**src/rtl/core/sfet_pkg.sv**
```systemverilog
// shared types and constants for the stalest-first eviction table
// no dependencies
package sfet_pkg;

	typedef enum logic [2:0] {
		CMD_REGISTER = 3'd0,
		CMD_TOUCH    = 3'd1,
		CMD_PIN      = 3'd2,
		CMD_RESIDENT = 3'd3,
		CMD_PLAN     = 3'd4,
		CMD_STATS    = 3'd5
	} cmd_t;

	typedef enum logic [1:0] {
		ST_OK       = 2'd0,
		ST_INVALID  = 2'd1,
		ST_FULL     = 2'd2,
		ST_NOTFOUND = 2'd3
	} status_t;

	typedef enum logic [2:0] {
		S_IDLE,
		S_SCAN,
		S_DRAIN,
		S_PICK,
		S_WRITE,
		S_EMIT
	} state_t;

	localparam int ID_W    = 64;
	localparam int BYTES_W = 40;
	localparam int SUM_W   = 48;
	localparam int FRAME_W = 32;
	localparam int IN_W    = 232;
	localparam int OUT_W   = 304;
	localparam logic [SUM_W-1:0] SUM_MAX = {SUM_W{1'b1}};

	// packed input request, first field highest
	typedef struct packed {
		logic [4:0]         max_count;
		logic [31:0]        min_unused;
		logic [47:0]        target_bytes;
		logic [31:0]        frame;
		logic               resident_flag;
		logic               pinned_flag;
		logic [1:0]         res_kind;
		logic [39:0]        res_bytes;
		logic [63:0]        res_id;
		logic [2:0]         command;
	} in_item_t;

	typedef struct packed {
		logic [47:0] audio_bytes;
		logic [47:0] mesh_bytes;
		logic [47:0] texture_bytes;
		logic [6:0]  resident_count;
		logic        last;
		logic [39:0] cand_bytes;
		logic [1:0]  cand_kind;
		logic [63:0] cand_id;
		logic        cand_valid;
		logic [1:0]  status;
	} out_item_t;

	// one slot's record as read from the table
	typedef struct packed {
		logic        used;
		logic [63:0] ident;
		logic [39:0] size;
		logic [1:0]  kind;
		logic        pin;
		logic        res;
		logic [31:0] touched;
	} slot_rec_t;

endpackage

```
**src/rtl/core/sfet_cmp.sv**
```systemverilog
// shared per-slot evaluation unit: eligibility, age and best-candidate compare
// depends on sfet_pkg
module sfet_cmp import sfet_pkg::*; (
	input  slot_rec_t          rec,
	input  logic               chosen,
	input  logic [31:0]        frame,
	input  logic [31:0]        min_unused,
	input  logic               have_best,
	input  logic [31:0]        best_age,
	input  logic [39:0]        best_size,
	output logic               elig,
	output logic               better,
	output logic [31:0]        age
);
	always_comb begin
		age = (frame >= rec.touched) ? frame - rec.touched : '0;
		elig = rec.used && rec.res && !rec.pin && !chosen && (age >= min_unused);
		better = elig && (!have_best || age > best_age ||
			(age == best_age && rec.size > best_size));
	end
endmodule

```
**config.mk**
```make
export PLATFORM = sky130hd
export DESIGN_NAME = sfet_cmp
export DESIGN_NICKNAME = d
export VERILOG_FILES = /design/src/rtl/core/sfet_pkg.sv /design/src/rtl/core/sfet_cmp.sv
export SDC_FILE = /design/constraint.sdc
export NUM_CORES = 1
export LEC_CHECK = 0
export BUFFER_PORTS_ARGS = -buffer_cell sky130_fd_sc_hd__buf_2
export CORE_AREA = 2 2 122 124
export DETAILED_ROUTE_END_ITERATION = 8
export DIE_AREA = 0 0 124 126
export GPL_ROUTABILITY_DRIVEN = 0
export PLACE_DENSITY_LB_ADDON = 0.25
export RECOVER_POWER = 50
export SLEW_MARGIN = 20
export SYNTH_ARGS = -nofsm -noshare
export SYNTH_HDL_FRONTEND = slang
export SYNTH_SLANG_ARGS = --single-unit
```
**constraint.sdc**
```tcl
create_clock -name vclk -period 12.62
set_clock_uncertainty 0.15 [all_clocks]
set_input_delay 3.786 -clock vclk [all_inputs]
set_output_delay 3.786 -clock vclk [all_outputs]
set_load 0.005 [all_outputs]
```
==> results of run 1 <==
==> power by group <==
group,switching (mW),internal [mW],total (mW)
combinational,0.149,0.131,0.280
clock,0,0.0000000212,0.0000000212
sequential,0,0,0
==> area by class of cell <==
type / instances / area share
antenna: 2 / 0.000813
tap: 184 / 0.0374
timing repair buffer: 253 / 0.211
multi-input combinational: 510 / 0.664
inverter: 142 / 0.0866
==> routing by layer <==
metal  routed length (µm)  share of wire  global-route usage
met1                 6340           0.43               0.208
met5                   22         0.0015                   0
met2                 7190           0.49               0.334
met4                  116         0.0078              0.0119
met3                 1130          0.076              0.0249
==> cells in the mapped netlist, types with 8 or more instances <==
cell type / n / area, µm²
xnor2_1: 14 / 123
ha_1: 136 / 1700
nor2_1: 40 / 150
nor2_2: 9 / 56.3
a21o_1: 60 / 450
clkbuf_1: 8 / 30.0
o211ai_1: 8 / 60.1
xor2_1: 15 / 131
a21oi_1: 49 / 245
nand2_1: 21 / 78.8
inv_1: 142 / 533
nor2b_1: 9 / 56.3
o21ai_0: 28 / 140
nand4_1: 27 / 169
==> per-stage QoR <==
stage	total power [mW]	setup WS, ns	hold WS (ns)
2_1_floorplan	0.183	0.968	7.54
3_3_place_gp	0.277	0.291	7.77
3_5_place_dp	0.278	0.240	7.77
4_1_cts	0.280	0.223	7.77
5_1_grt	0.318	0.0583	7.81
6_report	0.280	0.308	7.77
==> path summary, 6_finish.rpt <==
path / from / to / slack [ns]
setup / recovery: frame[0] / better / 0.31
hold / removal: chosen / elig / 7.77
==> logic make-up after synthesis <==
group | Yosys count | synth area share
AOI/OAI and AO/OA | 193 | 0.282
buffers and inverters | 153 | 0.128
and+or+nand+nor | 151 | 0.168
adders and majority gates | 137 | 0.368
xor gates and xnor gates | 29 | 0.0543
==> critical path, delay by kind of cell <==
kind | cells | cell delay [ns]
simple gates | 2 | 0.14
buf+inv | 7 | 0.85
compound gates | 13 | 2.74
fa+ha+maj | 3 | 0.84
==> what timing repair did <==
item | CTS | global route
hold endpoints to repair | 0 | 0
buffers inserted | 0 | 1
resized for setup | 0 | 3
setup endpoints to repair | 0 | 1
==> impl_results.md, run 1 <==
* Die Span X at 124 µm
* Hold buffers post-CTS at 0
* Placed inst area at 0.00612 mm²
* Clock buf count at 0
* Hold path depth at 5
* Number of hold violations in the final report at 0
* Largest net degree at the start of global routing at 26
* Ports at 313
* Util after Layout at 0.430
* Antenna violations before repair at 4
* Number of fill cells in the layout at 1,553
* Global-route wire length before repair at 22,100 µm
* Cell Pwr Density at 45.6 mW/mm²
* Core area at 0.0143 mm²
* Critical Path Start Type: input pin
* VDD IR-drop max at 0.0234 mV
* Commonest non-fill, non-tap cell in the layout: buf_2
* Nets@finish at 1,323
* Final Critical Period at 12.31 ns
* Max-cap violations at 0
* Relative slew slack at 0.685
* Critical path arrival at 8.38 ns
* CP endpoint kind: primary output
* Synth-to-Final Area Change at 31.6%
* Crit path max fanout at 12
* GRT overflow at 0
* Final slew viol count at 0
* Number of placement rows at 44
* Yosys Warn Count at 0
* Routed WL at 14,800 µm
* Syn Inst Count at 663
* Type of the worst min-delay path: in2out
* Final setup viols at 0
* Die Y at 126 µm
* CP peak stage delay at 0.40 ns
* Multi-input gate area at 0.00409 mm²
* Synth Cell Area at 0.00468 mm²
* Post-synth net total at 1,079
* Fin crit share at 0.976
* Leak at 3.95 nW
* DRC at 0
* Share of cells above drive strength 1 at 0.287
* Worst-Margin Slew at 0.461 ns
* DR vias/cell at 4.81
* Iter 0 DRT Violations at 126
* Die area at 0.0156 mm²
* Cell Count, Final, Fillers Out at 1,091
* Setup CP Type: in2out
* Setup TNS at 0 ns
* First drt pass iteration count at 4
* Vias in the first global route at 4,881
* Port Buffers at 247
* FMAX at 0.0812 GHz
* Sequential Area at 0 µm²
* Worst endpoint required time at 8.68 ns
* Unrepaired setup endpoints after global routing: no
* Cell mode on critical path: a21o_1
* Wirelength per Cell at 13.6 µm
* Antenna viol nets, final at 0
* Via count at 5,243
* GRT Util Overall at 0.173
* Slowest library cell on the worst path: fa_1
* Yosys cell types at 47
* Initial Util at 0.327
* Cell area after layout at 0.00615 mm²
* Dpl hpwl at 13,400 µm
* Status: finished, final reports clean
* Syn Area/Cell at 7.05 µm²
* Most frequent cells in the layout: 237 x buf_2, 142 x inv_1, 136 x ha_1, 60 x a21o_1, 49 x a21oi_1
* Placed cells at 1,087
* Seq_cells at 0
* Sequential area share after synthesis at 0
Power figures use the tool's default switching activity.
==> run 2, diff against run 1 <==
--- a/config.mk
+++ b/config.mk
@@ -7,3 +7,3 @@
 export LEC_CHECK = 0
-export BUFFER_PORTS_ARGS = -buffer_cell sky130_fd_sc_hd__buf_2
+export BUFFER_PORTS_ARGS = -buffer_cell sky130_fd_sc_hd__buf_4
 export CORE_AREA = 2 2 122 124
==> constraint.sdc (replaced) <==
create_clock -name vclk -period 12.62
set_clock_uncertainty 0.15 [all_clocks]
set_input_delay 3.155 -clock vclk [all_inputs]
set_output_delay 3.155 -clock vclk [all_outputs]
set_load 0.005 [all_outputs]
==> run 2 against run 1 <==
  * Setup slack improved by 0.53 ns
  * First-iteration DRC count increased by 3.2%
  * Flip-flop and latch count unchanged
  * Critical path depth decreased by 1
  * Combinational power increased by 6%
  * Global-route usage increased by 0.71 points
  * Design area increased by 8.5%
  * Final cell count decreased by 0.55%
  * Routed wire length increased by 1.3%
  * Power increased by 6.2%
  * Utilization increased by 3.7 points
  * Non-clock buffer count decreased by 5
==> impl_results.md, run 2 (synthesis gave the netlist of run 1 again) <==
* Final Critical Period at 11.79 ns (was 12.31 ns)
* Place WS at 1.12 ns (was 0.240 ns)
* Antenna violations before repair at 1 (was 4)
* Port Buffers at 247 (unchanged)
* Initial Util at 0.327 (unchanged)
* Die Y at 126 µm (unchanged)
* Global-route wire length before repair at 23,100 µm (was 22,100 µm)
* Critical Path Start Type: input pin (unchanged)
* Fin crit share at 0.934 (was 0.976)
* Max-cap violations at 0 (unchanged)
* FMAX at 0.0848 GHz (was 0.0812 GHz)
* Cell mode on critical path: a21o_1 (unchanged)
* Commonest non-fill, non-tap cell in the layout: buf_4 (was buf_2)
* CP endpoint kind: primary output (unchanged)
* DRC at 0 (unchanged)
* Sequential Area at 0 µm² (unchanged)
* Via count at 5,258 (was 5,243)
* Status: finished, final reports clean (unchanged)
* Post-CTS Setup Bufs at 0 (unchanged)
* PnR worst setup slack at 0.834 ns (was 0.308 ns)
* Iter 0 DRT Violations at 130 (was 126)
* Crit path max fanout at 25 (was 12)
* Synth-to-Final Area Change at 42.8% (was 31.6%)
* Core area at 0.0143 mm² (unchanged)
* First drt pass iteration count at 4 (unchanged)
* Routed WL at 15,000 µm (was 14,800 µm)
* Final slew viol count at 0 (unchanged)
* Most frequent cells in the layout: 240 x buf_4, 142 x inv_1, 136 x ha_1, 60 x a21o_1, 49 x a21oi_1 (was 237 x buf_2, 142 x inv_1, 136 x ha_1, 60 x a21o_1, 49 x a21oi_1)
* Die area at 0.0156 mm² (unchanged)
* Critical path arrival at 8.48 ns (was 8.38 ns)
* Relative slew slack at 0.584 (was 0.685)
* Number of cells on the critical path at 24 (was 25)
* Crit path capture: better (unchanged)
* Number of hold violations in the final report at 0 (unchanged)
* Leak at 4.14 nW (was 3.95 nW)
* Setup CP Type: in2out (unchanged)
* GRT Util Overall at 0.180 (was 0.173)
* Type of the worst min-delay path: in2out (unchanged)
* Post-cts resize count at 0 (unchanged)
* Share of cells above drive strength 1 at 0.283 (was 0.287)
* Worst-Margin Slew at 0.622 ns (was 0.461 ns)
* Hold buffers post-CTS at 0 (unchanged)
* Worst endpoint required time at 9.31 ns (was 8.68 ns)
* CP peak stage delay at 0.57 ns (was 0.40 ns)
* Ordered list of cells on the worst path: buf_4 -> inv_1 -> ha_1 -> inv_1 -> fa_1 -> a21o_1 -> a21o_1 -> a31o_1 -> a31oi_1 -> o21ba_1 -> nand2_1 -> a311oi_4 -> buf_12 -> or2_2 -> ha_1 -> nand2b_1 -> a21o_1 -> a21o_1 -> a21oi_1 -> o211ai_1 -> a211o_1 -> o31ai_1 -> a211oi_1 -> buf_4
* Number of placement rows at 44 (unchanged)
* Antenna viol nets, final at 0 (unchanged)
* Unrepaired setup endpoints after global routing: no (unchanged)
* Nets@finish at 1,318 (was 1,323)
* Final setup viols at 0 (unchanged)
* Setup TNS at 0 ns (unchanged)
* CP bufs+invs at 5 (was 7)
* Seq_cells at 0 (unchanged)
* Slowest library cell on the worst path: a311oi_4 (was fa_1)
* DR vias/cell at 4.85 (was 4.81)
* Largest net degree at the start of global routing at 26 (unchanged)
* Dpl hpwl at 13,800 µm (was 13,400 µm)
* Clock buf count at 0 (unchanged)
* Top cell family by delay on the critical path: compound AO/OA/AOI/OAI gates (unchanged)
* Die Span X at 124 µm (unchanged)
* GRT overflow at 0 (unchanged)
* Cell Pwr Density at 44.6 mW/mm² (was 45.6 mW/mm²)
* VDD IR-drop max at 0.0194 mV (was 0.0234 mV)
* Vias in the first global route at 5,070 (was 4,881)
* Ports at 313 (unchanged)
* Wirelength per Cell at 13.8 µm (was 13.6 µm)
* CP startpoint: frame[0] (unchanged)
## run 2: per-layer routing
layer	vias up	global-route usage	routed length, µm
met5	-	0	0
met4	0	0.0284	239
met3	12	0.0322	1380
met2	185	0.341	7180
met1	2253	0.212	6180
li1	2808	-	-
## run 2: area by class of cell
cell class / count / area [µm²]
inverter: 142 / 533
fill: 1515 / 7630
timing repair buffer: 248 / 1870
multi-input combinational: 510 / 4040
tap: 184 / 230
antenna: 1 / 2.50
## run 2: through the flow
step                hold WS (ns)  cells  total power [mW]  instance area (µm²)  utilization
global route                6.56   1084             0.337                 6680        0.466
floorplan                   6.28    663             0.183                 4680            -
finish                      6.52   1085             0.298                 6680        0.467
CTS                         6.52   1084             0.304                 6720        0.469
global placement            6.51   1084             0.300                 6720        0.469
detailed placement          6.52   1084             0.303                 6720        0.469
## run 2: how the worst min path moves through the flow
stage / startpoint / endpoint / slack [ns] / cells after the start
finish: rec[33] / elig / 6.52 / 5
global route: rec[33] / elig / 6.56 / 5
CTS: rec[33] / elig / 6.52 / 5
detailed placement: rec[33] / elig / 6.52 / 5
global placement: chosen / elig / 6.51 / 5
floorplan: chosen / elig / 6.28 / 3
## run 2: tightest hold or removal path: cells and delay by family
kind / cells / cell delay [ns]
compound gates: 1 / 0.05
buf+inv: 3 / 0.27
simple gates: 1 / 0.04
## run 2: power breakdown
group | internal [mW] | switching [mW]
Clock | 0.0000000106 | 0
Combinational | 0.153 | 0.145
Sequential | 0 | 0
